File: config.mk
export PLATFORM = sky130hd
export DESIGN_NAME = heartbeat_timeout_monitor
export DESIGN_NICKNAME = d
export VERILOG_FILES = /design/src/hw/rtl/hbtm_pkg.sv /design/src/hw/rtl/hbtm_eval.sv /design/src/hw/rtl/heartbeat_timeout_monitor.sv
export SDC_FILE = /design/constraint.sdc
export NUM_CORES = 1
export LEC_CHECK = 0
export BUFFER_PORTS_ARGS = -buffer_cell sky130_fd_sc_hd__clkbuf_2
export CORE_MARGIN = 5
export CORE_UTILIZATION = 50
export CTS_CLUSTER_DIAMETER = 50
export DETAILED_ROUTE_END_ITERATION = 6
export PLACE_DENSITY = 0.67
export REMOVE_ABC_BUFFERS = 1
export SYNTH_ARGS = -nofsm -noshare
export SYNTH_HDL_FRONTEND = slang
export SYNTH_SLANG_ARGS = --single-unit
export TNS_END_PERCENT = 100
File: constraint.sdc
create_clock -name clk -period 13.7 [get_ports clk]
set_input_delay 1.37 -clock clk [delete_from_list [all_inputs] [get_ports clk]]
set_output_delay 1.37 -clock clk [all_outputs]
set_load 0.005 [all_outputs]
File: src/hw/rtl/hbtm_pkg.sv
// Shared types and constants for the heartbeat timeout monitor.
`default_nettype none

package hbtm_pkg;

    // Fixed number of channels that have configuration registers
    localparam int REG_CHANNELS = 4;

    localparam int TIME_W  = 32;
    localparam int LEVEL_W = 2;
    localparam int CHAN_W  = 3;
    localparam int CIDX_W  = 4;
    localparam int CDATA_W = 32;

    // Input opcodes
    localparam logic OP_HEARTBEAT = 1'b0;
    localparam logic OP_CHECK     = 1'b1;

    // Configuration register indexes
    localparam logic [CIDX_W-1:0] CFG_ENABLE_MASK    = 4'd0;
    localparam logic [CIDX_W-1:0] CFG_CHANNEL_LEVELS = 4'd1;
    localparam logic [CIDX_W-1:0] CFG_TIMEOUT_ONE    = 4'd2;
    localparam logic [CIDX_W-1:0] CFG_TIMEOUT_TWO    = 4'd3;
    localparam logic [CIDX_W-1:0] CFG_TIMEOUT_THREE  = 4'd4;
    localparam logic [CIDX_W-1:0] CFG_TIMEOUT_FOUR   = 4'd5;
    localparam logic [CIDX_W-1:0] CFG_WARNING_LEVEL  = 4'd6;
    localparam logic [CIDX_W-1:0] CFG_FATAL_LEVEL    = 4'd7;

    // Register reset values
    localparam logic [4:0]        RST_ENABLE_MASK    = 5'd0;
    localparam logic [7:0]        RST_CHANNEL_LEVELS = 8'd85;
    localparam logic [TIME_W-1:0] RST_TIMEOUT        = 32'd1000;
    localparam logic [1:0]        RST_WARNING_LEVEL  = 2'd1;
    localparam logic [1:0]        RST_FATAL_LEVEL    = 2'd0;

    // Worst level code when no channel is offline
    localparam logic [2:0] LEVEL_NONE = 3'd4;

    typedef logic [REG_CHANNELS-1:0][TIME_W-1:0] time_vec_t;

    // Configuration registers as seen by the evaluator
    typedef struct packed {
        logic [4:0]        enable_mask;
        logic [7:0]        channel_levels;
        time_vec_t         timeouts;
        logic [1:0]        warning_level;
        logic [1:0]        fatal_level;
    } cfg_t;

    // One check result word
    typedef struct packed {
        logic [3:0] offline_mask;
        logic [3:0] went_offline_mask;
        logic [3:0] came_online_mask;
        logic       system_offline;
        logic       system_went_offline;
        logic       system_came_online;
        logic [2:0] worst_level;
        logic [2:0] display_channel;
        logic       offline_led;
    } result_t;

endpackage

`default_nettype wire

File: src/hw/rtl/hbtm_eval.sv
// Check evaluation: per-channel age compare, severity reduction, transitions.
`default_nettype none

module hbtm_eval (
    input  wire logic [hbtm_pkg::TIME_W-1:0]       now_ms,
    input  wire hbtm_pkg::time_vec_t               last_seen,
    input  wire logic [hbtm_pkg::REG_CHANNELS-1:0] exists,
    input  wire hbtm_pkg::cfg_t                    cfg,
    input  wire logic [hbtm_pkg::REG_CHANNELS-1:0] prev_online,
    input  wire logic                              sys_prev_online,
    output hbtm_pkg::result_t                      result,
    output logic [hbtm_pkg::REG_CHANNELS-1:0]      prev_online_next,
    output logic                                   sys_prev_online_next
);

    logic [hbtm_pkg::REG_CHANNELS-1:0] offline;
    logic [hbtm_pkg::REG_CHANNELS-1:0][hbtm_pkg::LEVEL_W-1:0] level;
    logic [2:0] worst;
    logic [2:0] display;
    logic       protect;

    // Compare each channel's wrapped age against its timeout
    always_comb
    begin
        for (int i = 0; i < hbtm_pkg::REG_CHANNELS; i++)
        begin
            level[i]   = cfg.channel_levels[2*i +: 2];
            offline[i] = exists[i] && cfg.enable_mask[i+1] &&
                         ((now_ms - last_seen[i]) > cfg.timeouts[i]);
        end
    end

    // Find the most severe level and the channel to display
    always_comb
    begin
        worst   = hbtm_pkg::LEVEL_NONE;
        display = 3'd0;
        for (int i = 0; i < hbtm_pkg::REG_CHANNELS; i++)
        begin
            if (offline[i] && ({1'b0, level[i]} < worst))
            begin
                worst = {1'b0, level[i]};
            end
            if (offline[i] && (level[i] <= cfg.warning_level))
            begin
                display = 3'(i + 1);
            end
        end
    end

    assign protect = cfg.enable_mask[0] && (worst == {1'b0, cfg.fatal_level});

    // Build the result and the next transition state
    always_comb
    begin
        result.offline_mask    = offline;
        result.worst_level     = worst;
        result.display_channel = display;
        result.offline_led     = (display != 3'd0);
        if (protect)
        begin
            result.system_offline      = 1'b1;
            result.system_went_offline = sys_prev_online;
            result.system_came_online  = 1'b0;
            result.went_offline_mask   = '0;
            result.came_online_mask    = '0;
            sys_prev_online_next       = 1'b0;
            prev_online_next           = prev_online;
        end
        else
        begin
            result.system_offline      = 1'b0;
            result.system_went_offline = 1'b0;
            result.system_came_online  = !sys_prev_online;
            result.went_offline_mask   = offline & prev_online & exists;
            result.came_online_mask    = ~offline & ~prev_online & exists;
            sys_prev_online_next       = 1'b1;
            prev_online_next           = ~offline;
        end
    end

endmodule

`default_nettype wire

File: src/hw/rtl/heartbeat_timeout_monitor.sv
// Flow: a check word accepted into the input register is then loaded into the result register,
// which raises out_valid; a heartbeat gives no result.
// Throughput: one word per cycle; a check that meets a full result register waits in the
// input register and holds off the words behind it until the result is taken.
// Reset clears all time stamps to zero, marks every channel and the system offline,
// and loads the configuration registers with their default values.
`default_nettype none

module heartbeat_timeout_monitor #(
    parameter int CHANNELS = 4
) (
    input  wire logic                              clk,
    input  wire logic                              rst_n,
    // input channel
    input  wire logic                              in_valid,
    output logic                                   in_ready,
    input  wire logic                              opcode,
    input  wire logic [hbtm_pkg::CHAN_W-1:0]       channel,
    input  wire logic [hbtm_pkg::TIME_W-1:0]       now_ms,
    // result channel
    output logic                                   out_valid,
    input  wire logic                              out_ready,
    output logic [3:0]                             offline_mask,
    output logic [3:0]                             went_offline_mask,
    output logic [3:0]                             came_online_mask,
    output logic                                   system_offline,
    output logic                                   system_went_offline,
    output logic                                   system_came_online,
    output logic [2:0]                             worst_level,
    output logic [2:0]                             display_channel,
    output logic                                   offline_led,
    // configuration channel
    input  wire logic                              cfg_valid,
    output logic                                   cfg_ready,
    input  wire logic [hbtm_pkg::CIDX_W-1:0]       cfg_index,
    input  wire logic [hbtm_pkg::CDATA_W-1:0]      cfg_data
);

    // Channels that are both present and have registers
    localparam int ACTIVE = (CHANNELS < hbtm_pkg::REG_CHANNELS) ?
                            CHANNELS : hbtm_pkg::REG_CHANNELS;

    // Configuration registers
    hbtm_pkg::cfg_t cfg_reg;

    // Input stage
    logic                          s1_valid_reg;
    logic                          s1_opcode_reg;
    logic [hbtm_pkg::CHAN_W-1:0]   s1_channel_reg;
    logic [hbtm_pkg::TIME_W-1:0]   s1_now_reg;

    // Channel state
    logic [ACTIVE-1:0][hbtm_pkg::TIME_W-1:0] last_seen_reg;
    logic [ACTIVE-1:0]                       prev_online_reg;
    logic                                    sys_prev_online_reg;

    // Result stage
    logic              out_valid_reg;
    logic              out_valid_next;
    hbtm_pkg::result_t res_reg;

    hbtm_pkg::time_vec_t                 last_seen_pad;
    logic [hbtm_pkg::REG_CHANNELS-1:0]   exists;
    logic [hbtm_pkg::REG_CHANNELS-1:0]   prev_online_pad;
    logic [hbtm_pkg::REG_CHANNELS-1:0]   prev_online_next;
    logic                                sys_prev_online_next;
    hbtm_pkg::result_t                   res_next;

    logic in_fire;
    logic s1_is_check;
    logic s1_is_hb;
    logic out_load;
    logic s1_advance;

    // Handshake control
    assign s1_is_check = s1_valid_reg && (s1_opcode_reg == hbtm_pkg::OP_CHECK);
    assign s1_is_hb    = s1_valid_reg && (s1_opcode_reg == hbtm_pkg::OP_HEARTBEAT);
    assign out_load    = s1_is_check && (!out_valid_reg || out_ready);
    assign s1_advance  = s1_is_hb || out_load;
    assign in_ready    = !s1_valid_reg || s1_advance;
    assign in_fire     = in_valid && in_ready;
    assign cfg_ready   = 1'b1;

    // Hold or advance the input stage
    always_ff @(posedge clk or negedge rst_n)
    begin
        if (!rst_n)
        begin
            s1_valid_reg <= 1'b0;
        end
        else if (in_ready)
        begin
            s1_valid_reg <= in_valid;
        end
    end

    always_ff @(posedge clk)
    begin
        if (in_fire)
        begin
            s1_opcode_reg  <= opcode;
            s1_channel_reg <= channel;
            s1_now_reg     <= now_ms;
        end
    end

    // Write configuration registers; drop unknown indexes
    always_ff @(posedge clk or negedge rst_n)
    begin
        if (!rst_n)
        begin
            cfg_reg.enable_mask    <= hbtm_pkg::RST_ENABLE_MASK;
            cfg_reg.channel_levels <= hbtm_pkg::RST_CHANNEL_LEVELS;
            cfg_reg.timeouts       <= {hbtm_pkg::REG_CHANNELS{hbtm_pkg::RST_TIMEOUT}};
            cfg_reg.warning_level  <= hbtm_pkg::RST_WARNING_LEVEL;
            cfg_reg.fatal_level    <= hbtm_pkg::RST_FATAL_LEVEL;
        end
        else if (cfg_valid && cfg_ready)
        begin
            case (cfg_index)
                hbtm_pkg::CFG_ENABLE_MASK:    cfg_reg.enable_mask    <= cfg_data[4:0];
                hbtm_pkg::CFG_CHANNEL_LEVELS: cfg_reg.channel_levels <= cfg_data[7:0];
                hbtm_pkg::CFG_TIMEOUT_ONE:    cfg_reg.timeouts[0]    <= cfg_data;
                hbtm_pkg::CFG_TIMEOUT_TWO:    cfg_reg.timeouts[1]    <= cfg_data;
                hbtm_pkg::CFG_TIMEOUT_THREE:  cfg_reg.timeouts[2]    <= cfg_data;
                hbtm_pkg::CFG_TIMEOUT_FOUR:   cfg_reg.timeouts[3]    <= cfg_data;
                hbtm_pkg::CFG_WARNING_LEVEL:  cfg_reg.warning_level  <= cfg_data[1:0];
                hbtm_pkg::CFG_FATAL_LEVEL:    cfg_reg.fatal_level    <= cfg_data[1:0];
                default:                      ;
            endcase
        end
    end

    // Per-channel state: time stamp on heartbeat, transition mark on check
    for (genvar g = 0; g < hbtm_pkg::REG_CHANNELS; g++)
    begin : g_chan
        if (g < ACTIVE)
        begin : g_live
            always_ff @(posedge clk or negedge rst_n)
            begin
                if (!rst_n)
                begin
                    last_seen_reg[g]   <= '0;
                    prev_online_reg[g] <= 1'b0;
                end
                else
                begin
                    if (s1_is_hb && (s1_channel_reg == hbtm_pkg::CHAN_W'(g + 1)))
                    begin
                        last_seen_reg[g] <= s1_now_reg;
                    end
                    if (out_load)
                    begin
                        prev_online_reg[g] <= prev_online_next[g];
                    end
                end
            end
            assign last_seen_pad[g]   = last_seen_reg[g];
            assign prev_online_pad[g] = prev_online_reg[g];
            assign exists[g]          = 1'b1;
        end
        else
        begin : g_absent
            assign last_seen_pad[g]   = '0;
            assign prev_online_pad[g] = 1'b0;
            assign exists[g]          = 1'b0;
        end
    end

    // Evaluate a check
    hbtm_eval u_eval (
        .now_ms               (s1_now_reg),
        .last_seen            (last_seen_pad),
        .exists               (exists),
        .cfg                  (cfg_reg),
        .prev_online          (prev_online_pad),
        .sys_prev_online      (sys_prev_online_reg),
        .result               (res_next),
        .prev_online_next     (prev_online_next),
        .sys_prev_online_next (sys_prev_online_next)
    );

    // System protect state
    always_ff @(posedge clk or negedge rst_n)
    begin
        if (!rst_n)
        begin
            sys_prev_online_reg <= 1'b0;
        end
        else if (out_load)
        begin
            sys_prev_online_reg <= sys_prev_online_next;
        end
    end

    // Result register
    always_comb
    begin
        if (out_load)
        begin
            out_valid_next = 1'b1;
        end
        else if (out_ready)
        begin
            out_valid_next = 1'b0;
        end
        else
        begin
            out_valid_next = out_valid_reg;
        end
    end

    always_ff @(posedge clk or negedge rst_n)
    begin
        if (!rst_n)
        begin
            out_valid_reg <= 1'b0;
        end
        else
        begin
            out_valid_reg <= out_valid_next;
        end
    end

    always_ff @(posedge clk)
    begin
        if (out_load)
        begin
            res_reg <= res_next;
        end
    end

    // Drive result ports
    assign out_valid           = out_valid_reg;
    assign offline_mask        = res_reg.offline_mask;
    assign went_offline_mask   = res_reg.went_offline_mask;
    assign came_online_mask    = res_reg.came_online_mask;
    assign system_offline      = res_reg.system_offline;
    assign system_went_offline = res_reg.system_went_offline;
    assign system_came_online  = res_reg.system_came_online;
    assign worst_level         = res_reg.worst_level;
    assign display_channel     = res_reg.display_channel;
    assign offline_led         = res_reg.offline_led;

endmodule

`default_nettype wire

==> results of run 1 <==
-- logic make-up (layout without fill, tap and decap cells) --
logic type      count (synthesis)  count (layout)  share of synthesized area
mux                           183             183                    0.09358
flops                         338             338                     0.3997
fa+ha+maj                     267             267                     0.1534
buf+inv                       352             503                    0.06074
other cells                     1               2                  0.0001706
compound gates                507             507                     0.1428
xor+xnor                      102             102                    0.04064
simple gates                  491             491                     0.1091
-- power breakdown --
part | switching (mW) | internal (mW) | total, mW
Sequential | 0.112 | 1.27 | 1.38
Combinational | 1.14 | 0.872 | 2.01
Clock | 0.471 | 0.751 | 1.22
-- critical path, delay by kind of cell (launching register included) --
family	cells	cell delay, ns
AOI/OAI and AO/OA	19	5.38
and+or+nand+nor	7	1.55
adders and majority gates	4	1.14
DFF	1	0.71
muxes	2	0.64
xor gates and xnor gates	1	0.09
-- synth_stat cells, types with 20 or more instances --
library cell	n	share of area
a21o_1	53	0.018
edfxtp_1	58	0.079
nand2b_1	28	0.0080
o21ai_0	170	0.039
clkbuf_1	40	0.0068
dfstp_2	29	0.035
nor2b_1	27	0.0077
nand4_1	27	0.0077
a21oi_1	135	0.031
inv_1	306	0.052
nand3_1	34	0.0077
dfrtp_1	251	0.29
xnor2_1	77	0.031
mux2_2	176	0.090
xor2_1	25	0.010
o21bai_1	20	0.0068
nand2_1	183	0.031
ha_1	263	0.15
nor2_1	94	0.016
-- cell type report --
type,instances,area (um^2),area share
repair buffers,112,600.6,0.02429
flip-flops and latches,338,8785,0.3553
diodes,1,2.502,0.0001012
clock inverters,19,206.4,0.008351
inverters,307,1155,0.04671
multi-input cells,1551,11880,0.4807
well taps,585,732.0,0.02961
clock buffers,65,1358,0.05491
-- through the flow --
stage	cells	setup WS (ns)	area (um^2)	utilization
global placement	2893	4.364	23160	0.5352
finish	2978	3.890	24720	0.5714
CTS	2977	3.957	24720	0.5713
floorplan	2196	5.508	21800	-
detailed placement	2893	4.023	23160	0.5352
global route	2977	3.126	24720	0.5713
-- per-layer routing --
metal,GRT usage,routed length [um]
met5,0,0
met3,0.03503,2439
met2,0.3812,25580
met4,0.07219,1554
met1,0.3306,26740
-- path summary, 6_finish.rpt --
path	from	end	cells after the start
setup / recovery	s1_now_reg[1]	went_offline_mask[3]	33
hold / removal	last_seen_pad[32]	last_seen_pad[32]	2
setup reg to reg	s1_now_reg[1]	went_offline_mask[3]	33
hold reg to reg	last_seen_pad[32]	last_seen_pad[32]	2
max in group asynchronous	rst_n	cfg_reg[92]	3
min in group asynchronous	rst_n	last_seen_pad[74]	1
==> results_dict.tcl, run 1 <==
set metrics [dict create \
    async_flop_share 0.8284 \
    startpoint_type "register" \
    rows 76 \
    drc 0 \
    antenna_found_initial 0 \
    via_per_inst 5.504 \
    syn_avg_cell_area_um2 9.808 \
    fin_crit_ns 9.810 \
    start_util 0.5080 \
    cpPeakStageDelay_ns 0.71 \
    syn_area_um2 21980 \
    worst_setup_path_end_kind "register" \
    rrSetupSlack_ns 3.89 \
    coreArea_um2 43270 \
    hold_viol_final 0 \
    drive_above_1_share 0.1781 \
    grt_pass1_vias 16566 \
    cp_max_fo 12 \
    synthCells 2241 \
    die_h_um 219.7 \
    post_cts_buffers 0 \
    routed_wirelength_mm 56.31 \
    hold-worst-slack_ns 0.4879 \
    clock_path_buffers 3 \
    io_buffers 100 \
    synth_edf_count 58 \
    min_path_type "register to register" \
    crit_required_ns 13.99 \
    ir_drop_mv 0.1210 \
    layout_common_cells "inv_1 (306), ha_1 (263), dfrtp_1 (251), nand2_1 (183), mux2_2 (176)" \
    worst_skew_pair.late_latency_ns 0.58 \
    crit_type "register to register" \
    cts_root_buf "clkbuf_16" \
    yosysWarnings 0 \
    holdBufCountCts 0 \
    dp_hpwl_mm 42.09 \
    synthFlopType "dfrtp_1" \
    ant_nets 0 \
    finalCritPeriodShare 0.7160 \
    num_vias 16391 \
    largest_reg_flops 145 \
    cts_buffers 45 \
    wl_per_cell_um 18.91 \
    ys_ff_latch 338 \
    io_pins 102 \
    slew_violations 0 \
    cpMaxStageDelayCell "edfxtp_1" \
    dieArea_um2 48250 \
    finalSetupViolCount 0 \
    status "complete, no violations" \
    nFillCells 3753 \
    h-tree-depth 2 \
    synth-seq-area-share 0.3997 \
    track_usage 0.2359 \
    power_density_nw_per_um2 186.9 \
    post_cts_resize_count 0 \
    mostFrequentLayoutCell "inv_1" \
    finClkSkew_ns 0.02914 \
    leakage_nw 11.58 \
    place_congestion 0.9169 \
    rsz0062_at_grt "false" \
    die_x_um 219.7 \
    ys_types 78 \
    firstDrtPassIters 7 \
    grt-ovfl-total 0 \
    drt_iter0_drc 1114 \
    relSlewSlack 0.2499 \
    grt_pass1_wl_mm 89.42 \
    p_total_mw 4.621 \
    cts.sinks 338 \
    grt_max_degree 81 \
    clk_pin_slew_ns 0.05 \
    fmax_ghz 0.1019 \
    tns_ns 0 \
    drv_cap 0 \
    cts_tree "done" \
    layout.nets 2699 \
    synthToLayoutAreaGrowth_pct 12.48 \
    worst_slew_pin_slew_ns 1.124 \
    crit_arrival_ns 10.10 \
]
Note: power is estimated with default switching activity, not from simulation.
==> inputs of run 2 (changes only) <==
- clock period: 13.7 -> 9.3 ns (I/O delays scaled with it)
==> run 2 against run 1 <==
Sequential cell count stayed put. Global-route usage down 0.18 points. Die area is the same. Critical path type unchanged. First-iteration DRC count down 19%. Combinational power rose by 52%. Non-clock buffer count up 26. Final cell count increased by 0.84%. Total power grew 48%. Clock-buffer cell count is 2 lower. Setup slack worse by 3.2 ns. Via count up 0.98%. Clock skew shrank 0.0077 ns.
==> results_dict.tcl, run 2 (synthesized netlist as in run 1, its figures left out) <==
set metrics [dict create \
    nFillCells 3752 \
    cts_buffers 45 \
    rr_worst_depth 37 \
    dieArea_um2 48250 \
    layout.nets 2725 \
    finalCritPeriodShare 0.9304 \
    clk_pin_slew_ns 0.05 \
    grt_pass1_wl_mm 89.27 \
    start_util 0.5080 \
    r2r_end "prev_online_pad[0]" \
    startpoint_type "register" \
    h-tree-depth 2 \
    stdcell_count 3003 \
    worst_setup_path_end_kind "register" \
    rrSetupSlack_ns 0.65 \
    cp_max_fo 9 \
    largest_reg_flops 145 \
    firstDrtPassIters 5 \
    holdBufCountCts 0 \
    antenna_found_initial 1 \
    die_h_um 219.7 \
    met1_usage 0.3247 \
    n_antenna_cell 0 \
    worst_skew_pair.late_latency_ns 0.58 \
    power_density_nw_per_um2 273.5 \
    cts_tree "done" \
    pre_cts_slack_ns -0.1873 \
    finClkSkew_ns 0.02144 \
    fmax_ghz 0.1156 \
    grt_max_degree 98 \
    place_congestion 0.9191 \
    p_total_mw 6.817 \
    met2_usage 0.3665 \
    io_buffers 100 \
    dp_hpwl_mm 41.52 \
    wl_per_cell_um 18.67 \
    cpPeakStageDelay_ns 0.53 \
    grtUsageMet3 0.04781 \
    drt_iter0_drc 902 \
    coreArea_um2 43270 \
    num_vias 16552 \
    cp_top_family "compound AO/OA/AOI/OAI gates" \
    crit_required_ns 9.79 \
    min_path_type "input pin to asynchronous set/reset pin" \
    hold_viol_final 0 \
    top_usage_layer "met2" \
    rows 76 \
    timing.final.ws_setup_ns 0.6472 \
    clock_path_buffers 3 \
    cts_root_buf "clkbuf_16" \
    finalSetupViolCount 0 \
    track_usage 0.2340 \
    crit_type "register to register" \
    utilization 0.5761 \
    relSlewSlack 0.2195 \
    mostFrequentLayoutCell "inv_1" \
    io_pins 102 \
    cts.sinks 338 \
    synthToLayoutAreaGrowth_pct 13.41 \
    leakage_nw 11.68 \
    path_buf_inv 2 \
    dp_cells 2909 \
    grt_pass1_vias 16514 \
    routed_wirelength_mm 56.07 \
    fin_crit_ns 8.653 \
    layout_common_cells "inv_1 (305), ha_1 (263), dfrtp_1 (251), nand2_1 (183), mux2_2 (176)" \
    drive_above_1_share 0.1911 \
    grt-ovfl-total 0 \
    r2r_start "s1_now_reg[1]" \
    drc 0 \
    drv_cap 0 \
    die_x_um 219.7 \
    ant_nets 0 \
    crit_arrival_ns 9.15 \
    via_per_inst 5.512 \
    worst_slew_pin_slew_ns 1.171 \
    ir_drop_mv 0.1590 \
    slew_violations 0 \
    status "complete, no violations" \
    cpMaxStageDelayCell "edfxtp_1" \
    path_common_cell "ha_1" \
]
[run 2: cell count changes in the layout (fill, tap and decap cells not counted), moves of 3 or more]
cell and delta:
clkbuf_16 -3, a21oi_1 -5, a21oi_2 +5, o21ai_1 +3, buf_4 +24, o21ai_0 -3
[run 2: per-stage QoR]
stage	cell area, um^2	setup TNS, ns	hold WS (ns)
global route	24930	-0.1378	0.4701
floorplan	21800	0	0.4538
CTS	24810	0	0.4327
detailed placement	23290	-1.520	0.4821
global placement	23290	0	0.4716
finish	24930	0	0.4107
[run 2: where the power goes]
part	internal (mW)	leakage, nW	switching (mW)
Clock	1.04	0.713	0.677
Combinational	1.35	7.04	1.71
Sequential	1.88	3.92	0.162
Total	4.27	11.7	2.55
[run 2: metal layers]
layer | wire length, um | up-vias
met2 | 24770 | 386
met3 | 3245 | 106
met1 | 25980 | 7961
li1 | - | 8099
met5 | 0 | -
met4 | 2075 | 0
[run 2: area by class of cell]
| cell class | instances | area [um^2] | area share |
|---|---|---|---|
| clock buffers | 63 | 1276 | 0.05120 |
| clock inverters | 21 | 203.9 | 0.008182 |
| well taps | 585 | 732.0 | 0.02936 |
| repair buffers | 138 | 820.8 | 0.03293 |
| inverters | 307 | 1155 | 0.04633 |
| flip-flops and latches | 338 | 8785 | 0.3524 |
| multi-input cells | 1551 | 11960 | 0.4796 |
[run 2: repair_timing]
item / 4_1_cts / 5_1_grt
endpoints found under the setup margin: 15 / 17
pin swaps: 1 / 4
buffers inserted: 2 / 8
gates resized for setup: 2 / 19
[run 2: how the worst max path moves through the flow]
stage	to	from	cells after the start	slack, ns
2_1_floorplan	went_offline_mask[3]	s1_now_reg[0]	40	1.11
3_3_place_gp	went_offline_mask[3]	s1_now_reg[0]	35	0.18
3_5_place_dp	went_offline_mask[3]	s1_now_reg[0]	35	-0.19
4_1_cts	prev_online_pad[0]	s1_now_reg[0]	41	0.002
5_1_grt	prev_online_pad[0]	s1_now_reg[1]	37	-0.08
6_report	prev_online_pad[0]	s1_now_reg[1]	37	0.65
[run 2: worst reg2reg max path: cells and delay by family, from the launching register on]
kind | cells | cell delay, ns
flops | 1 | 0.53
simple gates | 6 | 0.84
xor+xnor | 1 | 0.16
compound gates | 20 | 4.57
buf+inv | 2 | 0.29
mux | 3 | 0.86
fa+ha+maj | 5 | 1.33
